File: src/rtl/hvn_lerp.sv
// hvn_lerp: one blend lo + round(s*(hi-lo)), multiply stage then round-and-add stage.
// Depends on nothing outside this file.
module hvn_lerp #(
   parameter int FRAC_BITS = 16,
   parameter int SW        = 19,
   parameter int VW        = 18,
   parameter int OW        = 20
) (
   input  logic                 clock,
   input  logic                 en_mul,
   input  logic                 en_add,
   input  logic signed [VW-1:0] lo,
   input  logic signed [VW-1:0] hi,
   input  logic [SW-1:0]        weight,
   output logic signed [OW-1:0] result
);

   localparam int PW = SW + VW + 2;
   localparam logic signed [PW-1:0] HALF    = PW'(1) << (FRAC_BITS - 1);
   localparam logic signed [PW-1:0] HALF_M1 = HALF - PW'(1);

   logic signed [VW:0]   diff;
   logic signed [PW-1:0] prod_in, prod_ff;
   logic signed [VW-1:0] lo_ff;

   assign diff    = (VW+1)'(hi) - (VW+1)'(lo);
   assign prod_in = $signed({1'b0, weight}) * diff;

   // half away from zero: negative products take half-1 before the floor shift
   logic signed [PW-1:0] rnd;
   logic signed [OW-1:0] q;
   logic signed [OW-1:0] res_ff;

   assign rnd = prod_ff + (prod_ff[PW-1] ? HALF_M1 : HALF);
   assign q   = OW'($signed(rnd[PW-1:FRAC_BITS]));

   always_ff @(posedge clock) begin
      if (en_mul) begin
         prod_ff <= prod_in;
         lo_ff   <= lo;
      end
      if (en_add) begin
         res_ff <= OW'(lo_ff) + q;
      end
   end

   assign result = res_ff;

endmodule

File: config.mk
export PLATFORM = sky130hd
export DESIGN_NAME = hvn_lerp
export DESIGN_NICKNAME = d
export VERILOG_FILES = /design/src/rtl/hvn_lerp.sv
export SDC_FILE = /design/constraint.sdc
export NUM_CORES = 1
export LEC_CHECK = 0
export CAP_MARGIN = 5
export CORE_MARGIN = 10
export CORE_UTILIZATION = 50
export DETAILED_ROUTE_END_ITERATION = 16
export DONT_BUFFER_PORTS = 1
export HOLD_SLACK_MARGIN = 0.06
export PLACE_DENSITY = 0.68
export SLEW_MARGIN = 5
export SYNTH_ARGS = -nofsm -noshare
export SYNTH_HDL_FRONTEND = slang
export SYNTH_SLANG_ARGS = --single-unit
File: constraint.sdc
create_clock -name clock -period 8.75 [get_ports clock]
set_input_delay 0.4375 -clock clock [delete_from_list [all_inputs] [get_ports clock]]
set_output_delay 0.4375 -clock clock [all_outputs]
set_load 0.005 [all_outputs]
==> flow_summary.ini <==
[finish]
post_layout_nets = 2457
layout.filler_cells = 3146
layout.cell_area.non_filler_mm2 = 0.0185
mostFrequentLayoutCells = sky130_fd_sc_hd__inv_1 (388), sky130_fd_sc_hd__fa_1 (290), sky130_fd_sc_hd__nand2_1 (253), sky130_fd_sc_hd__ha_1 (214), sky130_fd_sc_hd__and2_1 (101)
area.sequential_mm2 = 0.00225
area_growth_syn_to_layout_pct = 4.42
antenna-diode-count = 0
layout.cells.most_common = sky130_fd_sc_hd__inv_1
final_layout_size_suffix_gt1_share_pct = 3.63
combined_area_of_the_multi_input_logic_cells_mm2 = 0.0137

[timing]
hold_slack_ps = 189
timing.final.max_slew_violations = 0
relSlewSlack_pct = 16.3
clock-skew-final_ps = 5.71
final_critical_path_setup_slack_ps = 425
timing_worst_slew_pin_value_ps = 1250
final_worst_path_period_need_ps = 8320
max_clock_freq_mhz = 120
timing.final.crit_share_pct = 95.1
setup_viol = 0
final-hold-violation-count = 0
rsz0062_at_grt = true
fin_tns_setup_ps = 0

[worst_setup_path]
worst_setup_path_endpoint = prod_ff[28]
worstRegToRegCells = 16
r2r_setup_slack_ps = 3670
cpMaxStageDelayCell = sky130_fd_sc_hd__or4b_2
reg2reg_to = result[19]
setup.worst_path.end_class = flip-flop
critPathMostFrequentCell = sky130_fd_sc_hd__fa_1
path_max_fanout = 19
timing.critical_path.slowest_cell_delay_ps = 660
cp.arrival_ps = 8530
start_kind = input port
regToRegStartpoint = prod_ff[38]
cp_data_required_time_ps = 8950
worst_setup_path_startpoint = hi[0]
timing.setup.critical_path_class = input port to flip-flop

[floorplanning]
floorplan.core_area_mm2 = 0.0347
dieHeight_um = 208
die_area_mm2 = 0.0433
std_cell_rows = 68
die_w_um = 208
initial_core_util_pct = 50.9
ios = 78

[hold_path]
worst_hold_path_type = input port to flip-flop

[placed_design]
gp_congestion = 0.901
final_hpwl_from_detailed_placement_um = 34200
area_after_detailed_placement_mm2 = 0.0182
port_buffers = 0
setup_slack_placement_ps = 149

[clock_network]
cts_made_buffers = 9
clock_input_transition_at_the_sequential_cells_of_the_worst_setup_and_hold_paths_ps = 60
cts.path.max_buffers = 2
htreeDepth = 3
clock_insertion_delay_worst_skew_ps = 340
tritoncts = yes
cts_sinks = 75
cts_root_buf = sky130_fd_sc_hd__clkbuf_16
post-cts-setup-buffers = 0

[detailed_routing]
first_pass_iters = 5
routed_wire_per_std_cell_um = 17.7
via_per_inst = 5.48
drt_drc_violations_left = 0
finalWirelength_um = 41700
detailedRoute.firstIterationViolations = 653
final_antenna_net_count = 0
routed-via-count = 12900

[global_routing]
grt.total_usage_pct = 19.3
gr-total-overflow = 0
grt_start_max_net_pins = 56
grt_first_pass_wirelength_um = 69600
antenna_found_initial = 0
grt_pass1_vias = 13700

[logic_synthesis]
share_of_the_yosys_chip_area_belonging_to_registers_pct = 12.7
synth_top_cells_by_area = sky130_fd_sc_hd__fa_1 (33%), sky130_fd_sc_hd__ha_1 (15%), sky130_fd_sc_hd__edfxtp_1 (13%)
ys_warn_count = 0
synthArstFlopShare_pct = 0
synth_largest_type_area_fraction_pct = 32.8
ys_dominant_reg_cell = sky130_fd_sc_hd__edfxtp_1
synth.ff_latch_count = 75
syn-num-nets = 2502
synth_enable_flop_cells = 75
postSynthCellCount = 1940
netlist-cell-type-count = 57
postSynthAreaPerCell_um2 = 9.11
yosys.area.top_type = sky130_fd_sc_hd__fa_1
post_synth_design_cell_area_mm2 = 0.0177

[run_status]
result_of_the_run = complete, no violations

[flow_run]
cap_violations = 0
[through the flow]
step,util [%],std cells
5_1_grt,53.2,2355
4_1_cts,53.2,2355
2_1_floorplan,-,1940
3_3_place_gp,52.3,2339
6_report,53.2,2355
3_5_place_dp,52.3,2339
[logic make-up after synthesis]
kind of cell | count (synthesis) | share of synthesized area, %
multiplexers | 22 | 1.32
buffers and inverters | 471 | 10.1
XOR/XNOR | 80 | 3.96
flip-flops | 75 | 12.7
AND/OR/NAND/NOR | 574 | 15.9
adder cells (fa/ha/maj) | 504 | 48.0
AO/OA/AOI/OAI | 214 | 8.00
[Yosys cell counts, drive strengths merged, types with 3 or more instances]
cell type and instances:
nand3 34, buf 3, edfxtp 75, and2 101, o211ai 6, inv 388
and3 27, o31ai 5, a211oi 16, a21oi 57, o21ai 34, o21bai 9
ha 214, a21o 41, nand2 253, mux2i 15, nor2 45, nor4 3
clkbuf 80, a31o 3, a211o 4, a31oi 6, fa 290, nand2b 27
xnor2 62, nand4 14, and4 5, nor3b 4, mux2 7, a41oi 4
xor2 18, o21a 8, o221ai 3, or2 10, nor3 21, nor2b 24
[layout make-up]
class	instances	area share, %
clock buffers	9	1.22
clock inverters	7	0.420
inverters	388	7.89
multi-input cells	1394	74.0
flip-flops and latches	75	12.2
well taps	455	3.08
repair buffers	27	1.17
[sequential cells by signal, summed over array words and instances (netlist names)]
register / flops
lo_ff: 18
result: 20
prod_ff: 37
[how the worst min path moves through the flow]
stage,from,to,slack [ps],depth (start not counted)
finish,lo[4],lo_ff[4],190,0
global route,lo[4],lo_ff[4],180,0
CTS,lo[4],lo_ff[4],180,0
detailed placement,lo[13],lo_ff[13],540,0
global placement,lo[0],lo_ff[0],540,0
floorplan,lo_ff[0],result[0],530,1
[critical path, delay by kind of cell]
kind / cells / cell delay [ps]
fa+ha+maj: 10 / 4360
simple gates: 8 / 1900
compound gates: 5 / 1170
buf+inv: 7 / 520
xor+xnor: 1 / 130
[metal layers]
metal	global-route usage, %	wire length, µm	up-vias
met5	0	0	-
met4	4.08	543	0
met3	2.56	2250	44
met1	25.7	19100	6469
met2	32.9	19800	359
li1	-	-	6042
[what timing repair did]
item,4_1_cts,5_1_grt
hold buffers,0,0
resized for setup,0,1
setup endpoints to repair,0,3
hold endpoints to repair,0,0
Power is not shown: default switching activity piles up to over one toggle a cycle in this logic, so the estimate is an artifact.
