**config.mk**
```make
export PLATFORM = sky130hd
export DESIGN_NAME = hvn_axis
export DESIGN_NICKNAME = d
export VERILOG_FILES = /design/src/rtl/hvn_pkg.sv /design/src/rtl/hvn_axis.sv
export SDC_FILE = /design/constraint.sdc
export NUM_CORES = 1
export LEC_CHECK = 0
export ABC_AREA = 1
export BUFFER_PORTS_ARGS = -buffer_cell sky130_fd_sc_hd__buf_2
export CELL_PAD_IN_SITES_DETAIL_PLACEMENT = 1
export CELL_PAD_IN_SITES_GLOBAL_PLACEMENT = 2
export CORE_MARGIN = 2
export CORE_UTILIZATION = 37
export CTS_CLUSTER_DIAMETER = 120
export CTS_CLUSTER_SIZE = 40
export DETAILED_ROUTE_END_ITERATION = 16
export PLACE_DENSITY = 0.86
export SYNTH_ARGS = -nofsm -noshare
export SYNTH_HDL_FRONTEND = slang
export SYNTH_SLANG_ARGS = --single-unit
```
**constraint.sdc**
```tcl
create_clock -name clock -period 6.4 [get_ports clock]
set_clock_uncertainty 0.15 [all_clocks]
set_input_delay 0.32 -clock clock [delete_from_list [all_inputs] [get_ports clock]]
set_output_delay 0.32 -clock clock [all_outputs]
set_load 0.05 [all_outputs]
```
**src/rtl/hvn_pkg.sv**
```systemverilog
// hvn_pkg: shared constants and the corner hash mix for the hashed value noise block.
// Depends on nothing; used by every module of the block except hvn_lerp.
package hvn_pkg;

   localparam int COORD_W = 32;
   localparam int SEED_W  = 32;
   localparam int OUT_W   = 27;
   localparam int OUT_MAX = 35717120;

   localparam int BYTE_LEVELS = 256;

   localparam logic [31:0] HASH_KX  = 32'd73856093;
   localparam logic [31:0] HASH_KY  = 32'd19349663;
   localparam logic [31:0] HASH_KZ  = 32'd83492791;
   localparam logic [31:0] HASH_MIX = 32'd1274126177;

   // avalanche step: (h ^ h>>13) * HASH_MIX, low 32 bits
   function automatic logic [31:0] mix_hash(input logic [31:0] h);
      logic [31:0] hs;
      hs = h ^ (h >> 13);
      return hs * HASH_MIX;
   endfunction

endpackage

```
**src/rtl/hvn_axis.sv**
```systemverilog
// hvn_axis: one axis split into lattice index and smoothstep weight, five stages.
// Depends on hvn_pkg.
module hvn_axis #(
   parameter int FRAC_BITS    = 16,
   parameter int LATTICE_MASK = 255,
   parameter int IDX_W        = 8
) (
   input  logic                                clock,
   input  logic [4:0]                          stage_en,
   input  logic signed [hvn_pkg::COORD_W-1:0]  coord,
   output logic [IDX_W-1:0]                    idx,
   output logic [FRAC_BITS+2:0]                weight
);

   localparam int F     = FRAC_BITS;
   localparam int TW    = F + 3;
   localparam int SW    = F + 3;
   localparam int EXT_W = (F + IDX_W > hvn_pkg::COORD_W) ? F + IDX_W : hvn_pkg::COORD_W;
   localparam logic [TW-1:0]    THREE = TW'(3) << F;
   localparam logic [2*F:0]     HALF2 = (2*F+1)'(1) << (F - 1);
   localparam logic [2*F+3:0]   HALF4 = (2*F+4)'(1) << (F - 1);

   // stage 0: split, truncating toward zero
   logic                    neg;
   logic [F-1:0]            low;
   logic signed [EXT_W-1:0] vx;
   logic [EXT_W-1:0]        bias;
   logic [EXT_W-1:0]        sum;
   logic [IDX_W-1:0]        idx_in, idx_ff;
   logic signed [F:0]       f_in, f_ff;

   assign neg    = coord[hvn_pkg::COORD_W-1];
   assign low    = coord[F-1:0];
   assign vx     = EXT_W'(coord);
   assign bias   = {{(EXT_W-F){1'b0}}, {F{neg}}};
   assign sum    = vx + bias;
   assign idx_in = sum[F+IDX_W-1:F] & IDX_W'(LATTICE_MASK);
   assign f_in   = {neg & (|low), low};

   // stage 1: f*f and 3-2f
   logic signed [2*F+1:0] sq;
   logic [TW-1:0]         f_ext;
   logic [2*F-1:0]        ff_in, ff_ff;
   logic [TW-1:0]         t_in, t_ff;

   assign sq    = f_ff * f_ff;
   assign ff_in = sq[2*F-1:0];
   assign f_ext = TW'(f_ff);
   assign t_in  = THREE - {f_ext[TW-2:0], 1'b0};

   // stage 2: round f*f
   logic [2*F:0]  r2;
   logic [F:0]    f2_in, f2_ff;
   logic [TW-1:0] t2_ff;

   assign r2    = {1'b0, ff_ff} + HALF2;
   assign f2_in = r2[2*F:F];

   // stage 3: f2*(3-2f)
   logic [2*F+3:0] p_in, p_ff;

   assign p_in = (2*F+4)'(f2_ff) * (2*F+4)'(t2_ff);

   // stage 4: round to weight
   logic [2*F+3:0] r4;
   logic [SW-1:0]  s_in, s_ff;

   assign r4   = p_ff + HALF4;
   assign s_in = r4[F+SW-1:F];

   always_ff @(posedge clock) begin
      if (stage_en[0]) begin
         idx_ff <= idx_in;
         f_ff   <= f_in;
      end
      if (stage_en[1]) begin
         ff_ff <= ff_in;
         t_ff  <= t_in;
      end
      if (stage_en[2]) begin
         f2_ff <= f2_in;
         t2_ff <= t_ff;
      end
      if (stage_en[3]) begin
         p_ff <= p_in;
      end
      if (stage_en[4]) begin
         s_ff <= s_in;
      end
   end

   assign idx    = idx_ff;
   assign weight = s_ff;

endmodule

```
==> impl_metrics.json, run 1 <==
{
  "status": "complete, no violations",
  "die_h_um": 271,
  "finalHoldViolations": 0,
  "syn_area_mm2": 0.0265,
  "critPathSlowestCell": "edfxtp_1",
  "setup_viol": 0,
  "syn-num-nets": 3929,
  "max-cap-violations": 0,
  "utilization_pct": 41.3,
  "yosysWarnings": 0,
  "cts-root-buf": "clkbuf_16",
  "slew_violations": 0,
  "drtPass1Iterations": 5,
  "fmax_ghz": 0.163,
  "numCtsBuffers": 17,
  "met3_usage_pct": 1.97,
  "crit_path_frequent_cell": "fa_1",
  "routed_wl_um": 69300,
  "ys.flop_type": "edfxtp_1",
  "timing.rr.start": "f_ff[6]",
  "cts_tree": "done",
  "std_cell_rows": 98,
  "portBuffers": 57,
  "worstPathCellList": "nand2_2 -> fa_1 -> fa_2 -> buf_4 -> fa_1 -> inv_1 -> fa_1 -> inv_1 -> fa_1 -> inv_1 -> fa_1 -> ha_1 -> nand2_1 -> inv_1 -> a21boi_1 -> nand2_1 -> a21oi_1 -> nand2_1 -> nand3_1 -> nand2_1",
  "fin_nets": 4034,
  "cts.clk_slew.worst_paths_ns": 0.07,
  "gp_congestion": 0.860,
  "ios": 65,
  "worst_slew_pin_slew_ns": 0.834,
  "hpwlAfterDp_um": 59200,
  "wl_per_cell_um": 16.3,
  "cp.required_ns": 6.48,
  "grt_pass1_vias": 22844,
  "vias_per_cell": 4.67,
  "endpoint_kind": "register",
  "crit_type": "register to register",
  "route.detailed.drc": 0,
  "fin_area_mm2": 0.0294,
  "setup_tns_ns": 0,
  "syn_area_per_cell_um2": 8.28,
  "area_growth_pct": 11.0,
  "drtIter0Drc": 748,
  "grt_pass1_wl_um": 117000,
  "rsz0062_at_grt": "yes",
  "drive_gt1_share_pct": 7.64,
  "cp-start-kind": "register",
  "r2r_end": "ff_ff[31]",
  "use_met1_pct": 25.6,
  "htreeDepth": 4,
  "drt.antenna.violating_nets": 0,
  "arrival_ns": 6.20,
  "coreArea_mm2": 0.0711,
  "yosys_register_bits": 134,
  "crit_fanout": 12,
  "critPathMaxStageDelay_ns": 0.78,
  "routed-via-count": 19929,
  "met2_usage_pct": 35.8,
  "synth.distinct_cells": 47,
  "dieArea_mm2": 0.0736,
  "grt_start_max_net_pins": 36,
  "rr_worst_depth": 20,
  "timing.final.crit_period_ns": 6.12,
  "yosysSeqAreaShare_pct": 15.2,
  "cts.path.max_buffers": 2,
  "die_w_um": 271,
  "hold_class": "input port to register",
  "cts.sinks": 134,
  "grt_usage_pct": 19.9,
  "post-route-period-util_pct": 95.7,
  "synth_cells": 3195,
  "placed_cell_area_mm2": 0.0283,
  "hold_start": "coord[18]",
  "clock_latency_ns": 0.48,
  "overflow": 0,
  "antenna_found_initial": 1,
  "hold_path_end": "idx[2]",
  "rrSetupSlack_ns": 0.28,
  "start_util_pct": 37.2,
  "diodes": 0,
  "top_usage_layer": "met2",
  "worst_hold_slack_ns": 0.0262,
  "slew_headroom_pct": 44.4,
  "synth-edff-count": 134,
  "async_flop_share_pct": 0,
  "min_path_cells": 3
}
==> cell families after synthesis <==
family	after synthesis	share of synthesized area, %
fa+ha+maj	696	46.8
buf+inv	1018	14.6
flops	134	15.2
compound gates	155	3.29
simple gates	1111	17.4
xor+xnor	81	2.68
==> worst max-delay path: cells and delay by family, from the launching register on <==
family | cells | cell delay (ns)
DFF | 1 | 0.78
AOI/OAI and AO/OA | 2 | 0.36
adders and majority gates | 7 | 3.43
and+or+nand+nor | 6 | 0.72
buffers and inverters | 5 | 0.44
==> cell usage in the layout, fill, tap and decap left out, types with 7 or more instances in the layout <==
master / n
nand3_1: 84
nor3_1: 19
buf_4: 104
o21bai_1: 14
a21oi_1: 77
o21ai_0: 40
nor4_1: 9
buf_12: 14
nand3_2: 9
nand4_1: 20
xor2_1: 56
nand2_1: 788
fa_1: 488
dlygate4sd3_1: 17
nor2_4: 7
nor2_1: 150
xnor2_1: 25
edfxtp_1: 134
a21o_1: 8
clkbuf_16: 17
buf_2: 57
ha_1: 206
inv_1: 905
==> timing repair <==
action                     CTS  global route
hold buffers                17             0
gates resized for setup      0             5
hold endpoints to repair    17             0
buffers inserted             0            26
setup endpoints to repair    0             6
==> cell type report <==
type | count | area, µm²
clock inverter | 15 | 208
inverter | 912 | 3420
clock buffer | 17 | 425
multi-input combinational | 2043 | 18600
timing repair buffer | 192 | 1520
sequential | 134 | 4020
fill | 8600 | 41800
tap | 950 | 1190
==> worst max-delay path by stage <==
stage                         start        end  slack, ns  cells past startpoint
after global routing      t2_ff[15]   p_ff[32]      -0.02                     20
final                       f_ff[6]  ff_ff[31]       0.28                     20
after floorplan            f_ff[16]  ff_ff[30]       0.26                     24
after CTS                  f_ff[12]  ff_ff[31]        0.1                     22
after detailed placement   f_ff[13]  ff_ff[31]       0.20                     22
after global placement     f_ff[16]  ff_ff[31]       0.32                     21
==> per-stage QoR <==
| step | instances | worst slack (ns) |
|---|---|---|
| 3_5_place_dp | 4188 | 0.200 |
| 5_1_grt | 4263 | -0.0236 |
| 4_1_cts | 4237 | 0.0967 |
| 2_1_floorplan | 3195 | 0.256 |
| 3_3_place_gp | 4188 | 0.324 |
| 6_report | 4263 | 0.277 |
==> per-layer routing <==
metal	up-vias	share of wire [%]
met4	2	1.8
met1	10115	45
met3	71	2.3
met2	236	51
li1	9505	-
met5	-	0.019
==> flip-flops by register name, indices dropped and copies added (netlist names) <==
name    flops
f_ff       17
idx         8
ff_ff      18
t2_ff      18
p_ff       20
f2_ff      17
weight     19
t_ff       17
==> cells in the mapped netlist (2+ instances only) <==
cell type  count  area, µm²
xor2_1        56        490
a21boi_0       5       37.5
or2_2          2       12.5
a21o_1         8       60.1
nor4_1         9       56.3
nor3_1        19       95.1
nor3_2         3       30.0
clkbuf_1      87        327
nand3b_1       3       22.5
fa_1         490       9810
nand3_1       84        420
nand2_1      789       2960
nor2_4         7       78.8
or2_4          2       17.5
nor2_1       150        563
edfxtp_1     134       4020
inv_2          4       15.0
buf_2          4       20.0
inv_1        906       3400
o21a_1         4       30.0
ha_1         206       2580
a21oi_1       77        385
o21ai_0       40        200
nand3_2        9       90.1
o21bai_1      14        105
buf_6          5       56.3
nor2_2         5       31.3
xnor2_1       25        219
nand2_2        3       18.8
buf_1          9       33.8
nand4_1       20        125
Power of run 1 is left out: the tool's default activity adds up to more than one toggle a clock period on the data nets, which glitch-free logic cannot reach.
==> inputs of run 2 (changes only) <==
- ABC_AREA: 1 -> unset
- CORE_UTILIZATION: 37 -> 39
- PLACE_DENSITY: 0.86 -> 0.85
==> impl_metrics.json, run 2 <==
{
  "status": "complete, no violations",
  "use_met1_pct": 23.3,
  "drtPass1Iterations": 5,
  "hpwlAfterDp_um": 51300,
  "crit_type": "register to register",
  "slew_headroom_pct": 48.6,
  "placed_cell_area_mm2": 0.0260,
  "syn_area_per_cell_um2": 10.1,
  "cts.sinks": 134,
  "netlist.area_leader.share_pct": 41.3,
  "yosysMostFrequentCell": "inv_1",
  "cts.path.max_buffers": 2,
  "ios": 65,
  "rrSetupSlack_ns": 0.02,
  "grt_pass1_wl_um": 101000,
  "drtIter0Drc": 623,
  "timing.rr.start": "f2_ff[7]",
  "drt.antenna.violating_nets": 0,
  "overflow": 0,
  "synth-edff-count": 134,
  "hold_class": "input port to register",
  "critPathLaunch": "f2_ff[7]",
  "routed_wl_um": 61600,
  "crit_fanout": 5,
  "synth_area_leaders": "fa_1 41%, edfxtp_1 17%, ha_1 11%",
  "max-cap-violations": 0,
  "setup.worst_path.end": "p_ff[34]",
  "endpoint_kind": "register",
  "vias_per_cell": 4.89,
  "fin_nets": 3321,
  "yosysWarnings": 0,
  "top_usage_layer": "met2",
  "rsz0062_at_grt": "yes",
  "layout_commonest_cell": "inv_1",
  "synth.distinct_cells": 56,
  "wl_per_cell_um": 18.2,
  "gp_congestion": 0.839,
  "coreArea_mm2": 0.0602,
  "diodes": 0,
  "yosys.area.top_type": "fa_1",
  "clock_latency_ns": 0.44,
  "ys.flop_type": "edfxtp_1",
  "grt_usage_pct": 20.3,
  "syn-num-nets": 3083,
  "worst_slew_pin_slew_ns": 0.771,
  "setup_viol": 0,
  "fin_area_mm2": 0.0278,
  "start_util_pct": 39.4,
  "rr_worst_depth": 21,
  "cp-start-kind": "register",
  "syn_area_mm2": 0.0237,
  "portBuffers": 57,
  "routed-via-count": 16524,
  "timing.final.crit_period_ns": 6.38,
  "numCtsBuffers": 17,
  "post-route-period-util_pct": 99.6,
  "die_w_um": 251,
  "cts-root-buf": "clkbuf_16",
  "htreeDepth": 4,
  "finalHoldViolations": 0,
  "top_register": "p_ff",
  "arrival_ns": 6.53,
  "drive_gt1_share_pct": 16.0,
  "final_cell_mix": "577 x inv_1, 473 x fa_1, 282 x nand2_1",
  "dieArea_mm2": 0.0628,
  "cts_tree": "done",
  "met2_usage_pct": 38.8,
  "r2r_end": "p_ff[34]",
  "async_flop_share_pct": 0,
  "largest_reg_flops": 20,
  "grt_start_max_net_pins": 36,
  "std_cell_rows": 90,
  "route.detailed.drc": 0,
  "die_h_um": 251,
  "fmax_ghz": 0.157,
  "synth_common_cells": "592 x inv_1, 490 x fa_1, 289 x nand2_1",
  "met3_usage_pct": 2.59,
  "cp.required_ns": 6.56,
  "grt_pass1_vias": 19870,
  "cts.clk_slew.worst_paths_ns": 0.07,
  "antenna_found_initial": 0,
  "area_growth_pct": 17.0,
  "synth_cells": 2349,
  "yosysSeqAreaShare_pct": 17.0,
  "slew_violations": 0,
  "utilization_pct": 46.1,
  "yosys_register_bits": 134
}
run 2: what timing repair did:
| item | CTS | global route |
|---|---|---|
| endpoints found under the hold margin | 16 | 0 |
| buffers inserted | 38 | 19 |
| hold buffers | 16 | 0 |
| resized for setup | 42 | 90 |
| endpoints found under the setup margin | 16 | 22 |
| cloned | 0 | 1 |
| pin swaps | 41 | 55 |
run 2: per-stage QoR:
step | hold WS, ns | TNS, ns | std cells | setup WS, ns
after floorplan | 0.250 | 0 | 2349 | 0.00291
after global placement | 0.257 | -1.02 | 3276 | -0.143
after detailed placement | 0.256 | -2.46 | 3276 | -0.245
after CTS | 0.00322 | -0.0192 | 3362 | -0.0192
after global routing | 0.0239 | -0.645 | 3382 | -0.155
final | 0.0304 | 0 | 3382 | 0.0230
run 2: logic make-up after synthesis:
group | after synthesis | synth area share, %
fa+ha+maj | 696 | 52.2
xor+xnor | 117 | 4.32
flops | 134 | 17.0
compound gates | 104 | 3.00
simple gates | 629 | 12.9
buf+inv | 668 | 10.6
mux | 1 | 0.0475
run 2: metal layers:
layer  up-vias  share of wire [%]
li1       7504                  -
met5         -                  0
met1      8610                 40
met4         0                2.8
met3       120                2.9
met2       290                 54
run 2: worst min-delay path by stage:
stage	startpoint	cells after the start	end	slack, ns
2_1_floorplan	t_ff[10]	0	t2_ff[10]	0.25
3_3_place_gp	t_ff[13]	0	t2_ff[13]	0.26
3_5_place_dp	t_ff[15]	0	t2_ff[15]	0.26
4_1_cts	coord[20]	2	idx[4]	0.003
5_1_grt	coord[20]	2	idx[4]	0.02
6_report	coord[20]	2	idx[4]	0.03
run 2: cell type report:
cell class / instances / area (µm²)
Fill cell: 6650 / 32500
Multi-Input combinational cell: 1547 / 17700
Sequential cell: 134 / 4020
Timing Repair Buffer: 292 / 2250
Inverter: 595 / 2230
Tap cell: 782 / 978
Clock buffer: 17 / 425
Clock inverter: 15 / 214
run 2: worst max-delay path: stages (launching register included):
cell and delay (ns):
edfxtp_1 0.52, buf_6 0.18, and2_1 0.16, fa_1 0.48
inv_1 0.05, fa_1 0.47, inv_1 0.05, fa_1 0.57
fa_1 0.44, fa_1 0.49, inv_1 0.05, fa_1 0.49
inv_2 0.05, ha_4 0.21, a21o_1 0.15, a31o_1 0.24
a221oi_4 0.33, or2b_4 0.19, a21oi_4 0.06, or4_4 0.45
a2111o_1 0.38, nand4_1 0.08
Power of run 2 is left out for the same reason.
==> inputs of run 3 (changes only) <==
- BUFFER_PORTS_ARGS: -buffer_cell sky130_fd_sc_hd__buf_2 -> -buffer_cell sky130_fd_sc_hd__clkbuf_2
- GPL_TIMING_DRIVEN: unset -> 0
==> impl_metrics.json, run 3 (synthesis gave the netlist of run 2 again) <==
{
  "rr_worst_depth": 22,
  "routed-via-count": 16642,
  "hpwlAfterDp_um": 52200,
  "critPathTopFamily": "adder cells",
  "fin_nets": 3303,
  "largest_reg_flops": 20,
  "status": "complete, no violations",
  "top_register": "p_ff",
  "timing.final.crit_period_ns": 6.39,
  "final_cell_mix": "572 x inv_1, 473 x fa_1, 281 x nand2_1",
  "critPathSlowestCell": "fa_1",
  "numCtsBuffers": 17,
  "wl_per_cell_um": 19.7,
  "critPathMaxStageDelay_ns": 0.53,
  "gp_congestion": 0.900,
  "overflow": 0,
  "drtIter0Drc": 701,
  "slew_headroom_pct": 40.4,
  "crit_path_frequent_cell": "fa_1",
  "arrival_ns": 6.56,
  "endpoint_kind": "register",
  "die_w_um": 251,
  "cp-start-kind": "register",
  "crit_type": "register to register",
  "min_path_cells": 2,
  "max-cap-violations": 0,
  "fmax_ghz": 0.157,
  "grt_start_max_net_pins": 36,
  "coreArea_mm2": 0.0602,
  "routed_wl_um": 66100,
  "cp.required_ns": 6.57,
  "ios": 65,
  "worstPathCellList": "buf_8 -> buf_12 -> and2_1 -> fa_1 -> inv_1 -> fa_1 -> fa_1 -> inv_1 -> fa_1 -> fa_1 -> inv_1 -> fa_1 -> inv_1 -> ha_4 -> and4_4 -> and4_2 -> and3_1 -> o21ai_2 -> a21oi_2 -> or4_4 -> a2111o_1 -> nand4_1",
  "fillers": 6634,
  "finalHoldViolations": 0,
  "cts.sinks": 134,
  "rsz0062_at_grt": "yes",
  "drt.antenna.violating_nets": 0,
  "setup_viol": 0,
  "std_cell_rows": 90,
  "vias_per_cell": 4.95,
  "clock_latency_ns": 0.45,
  "worst_slew_pin_slew_ns": 0.895,
  "grt_usage_pct": 21.7,
  "slew_violations": 0,
  "htreeDepth": 4,
  "drive_gt1_share_pct": 15.4,
  "drtPass1Iterations": 5,
  "hold_class": "input port to register",
  "antenna_found_initial": 0,
  "area_growth_pct": 16.7,
  "start_util_pct": 39.4,
  "cts_tree": "done",
  "cts.clk_slew.worst_paths_ns": 0.07,
  "cts-root-buf": "clkbuf_16",
  "worst_hold_slack_ns": 0.0118,
  "crit_fanout": 5,
  "cts.path.max_buffers": 2,
  "dieArea_mm2": 0.0628,
  "die_h_um": 251,
  "portBuffers": 57,
  "grt_pass1_wl_um": 105000,
  "worst-path-stages": 22,
  "grt_pass1_vias": 19752,
  "route.detailed.drc": 0,
  "diodes": 0,
  "post-route-period-util_pct": 99.8,
  "cp_num_buf_inv": 6,
  "layout_commonest_cell": "inv_1"
}
==> run 3: cell type report <==
type                            instances  area, µm²  area share, %
Sequential cell                       134       4020           14.5
Clock buffer                           17        425           1.54
Buffer                                 64        639           2.31
Inverter                              595       2250           8.11
Tap cell                              782        978           3.53
Clock inverter                         15        169          0.610
Multi-Input combinational cell       1547      17700           63.9
Timing Repair Buffer                  210       1520           5.50
==> run 3: repair_timing <==
action / CTS / global route
setup endpoints to repair: 37 / 26
hold endpoints to repair: 16 / 0
hold buffers: 16 / 0
gates resized for setup: 192 / 102
buffers inserted: 99 / 38
pin swaps: 47 / 41
==> run 3: layer usage <==
| layer | part of all wire (%) | global-route usage [%] | vias to the layer above | routed length (µm) |
|---|---|---|---|---|
| li1 | - | - | 7471 | - |
| met1 | 39 | 24.9 | 8696 | 25500 |
| met2 | 54 | 41.1 | 344 | 35900 |
| met3 | 3.4 | 2.53 | 131 | 2230 |
| met4 | 3.8 | 8.28 | 0 | 2520 |
| met5 | 0 | 0 | - | 0 |
==> run 3: stage by stage <==
step | TNS, ns | setup slack [ns] | util, % | instance area (µm²) | cells
final | 0 | 0.0123 | 45.9 | 27700 | 3364
after global routing | -1.05 | -0.178 | 45.9 | 27700 | 3364
after CTS | -0.0116 | -0.0116 | 45.0 | 27100 | 3328
after detailed placement | -31.61 | -1.77 | 41.5 | 25000 | 3188
after global placement | -28.22 | -1.56 | 41.5 | 25000 | 3188
after floorplan | 0 | 0.00291 | - | 23700 | 2349
==> run 3: worst register-to-register path: stages (launching register included) <==
cell and delay, ns:
edfxtp_1 0.44, buf_8 0.17, buf_12 0.13, and2_1 0.15, fa_1 0.50, inv_1 0.05, fa_1 0.46, fa_1 0.52
inv_1 0.06, fa_1 0.53, fa_1 0.51, inv_1 0.06, fa_1 0.53, inv_1 0.07, ha_4 0.25, and4_4 0.21
and4_2 0.23, and3_1 0.19, o21ai_2 0.09, a21oi_2 0.09, or4_4 0.44, a2111o_1 0.37, nand4_1 0.08
==> run 3: path summary, 6_finish.rpt <==
check,start,endpoint,slack [ns]
worst max-delay path,f2_ff[6],p_ff[34],0.01
worst min register to register,t_ff[3],t2_ff[3],0.27
worst max register to register,f2_ff[6],p_ff[34],0.01
worst min-delay path,coord[23],idx[7],0.01
Power of run 3 is left out for the same reason.
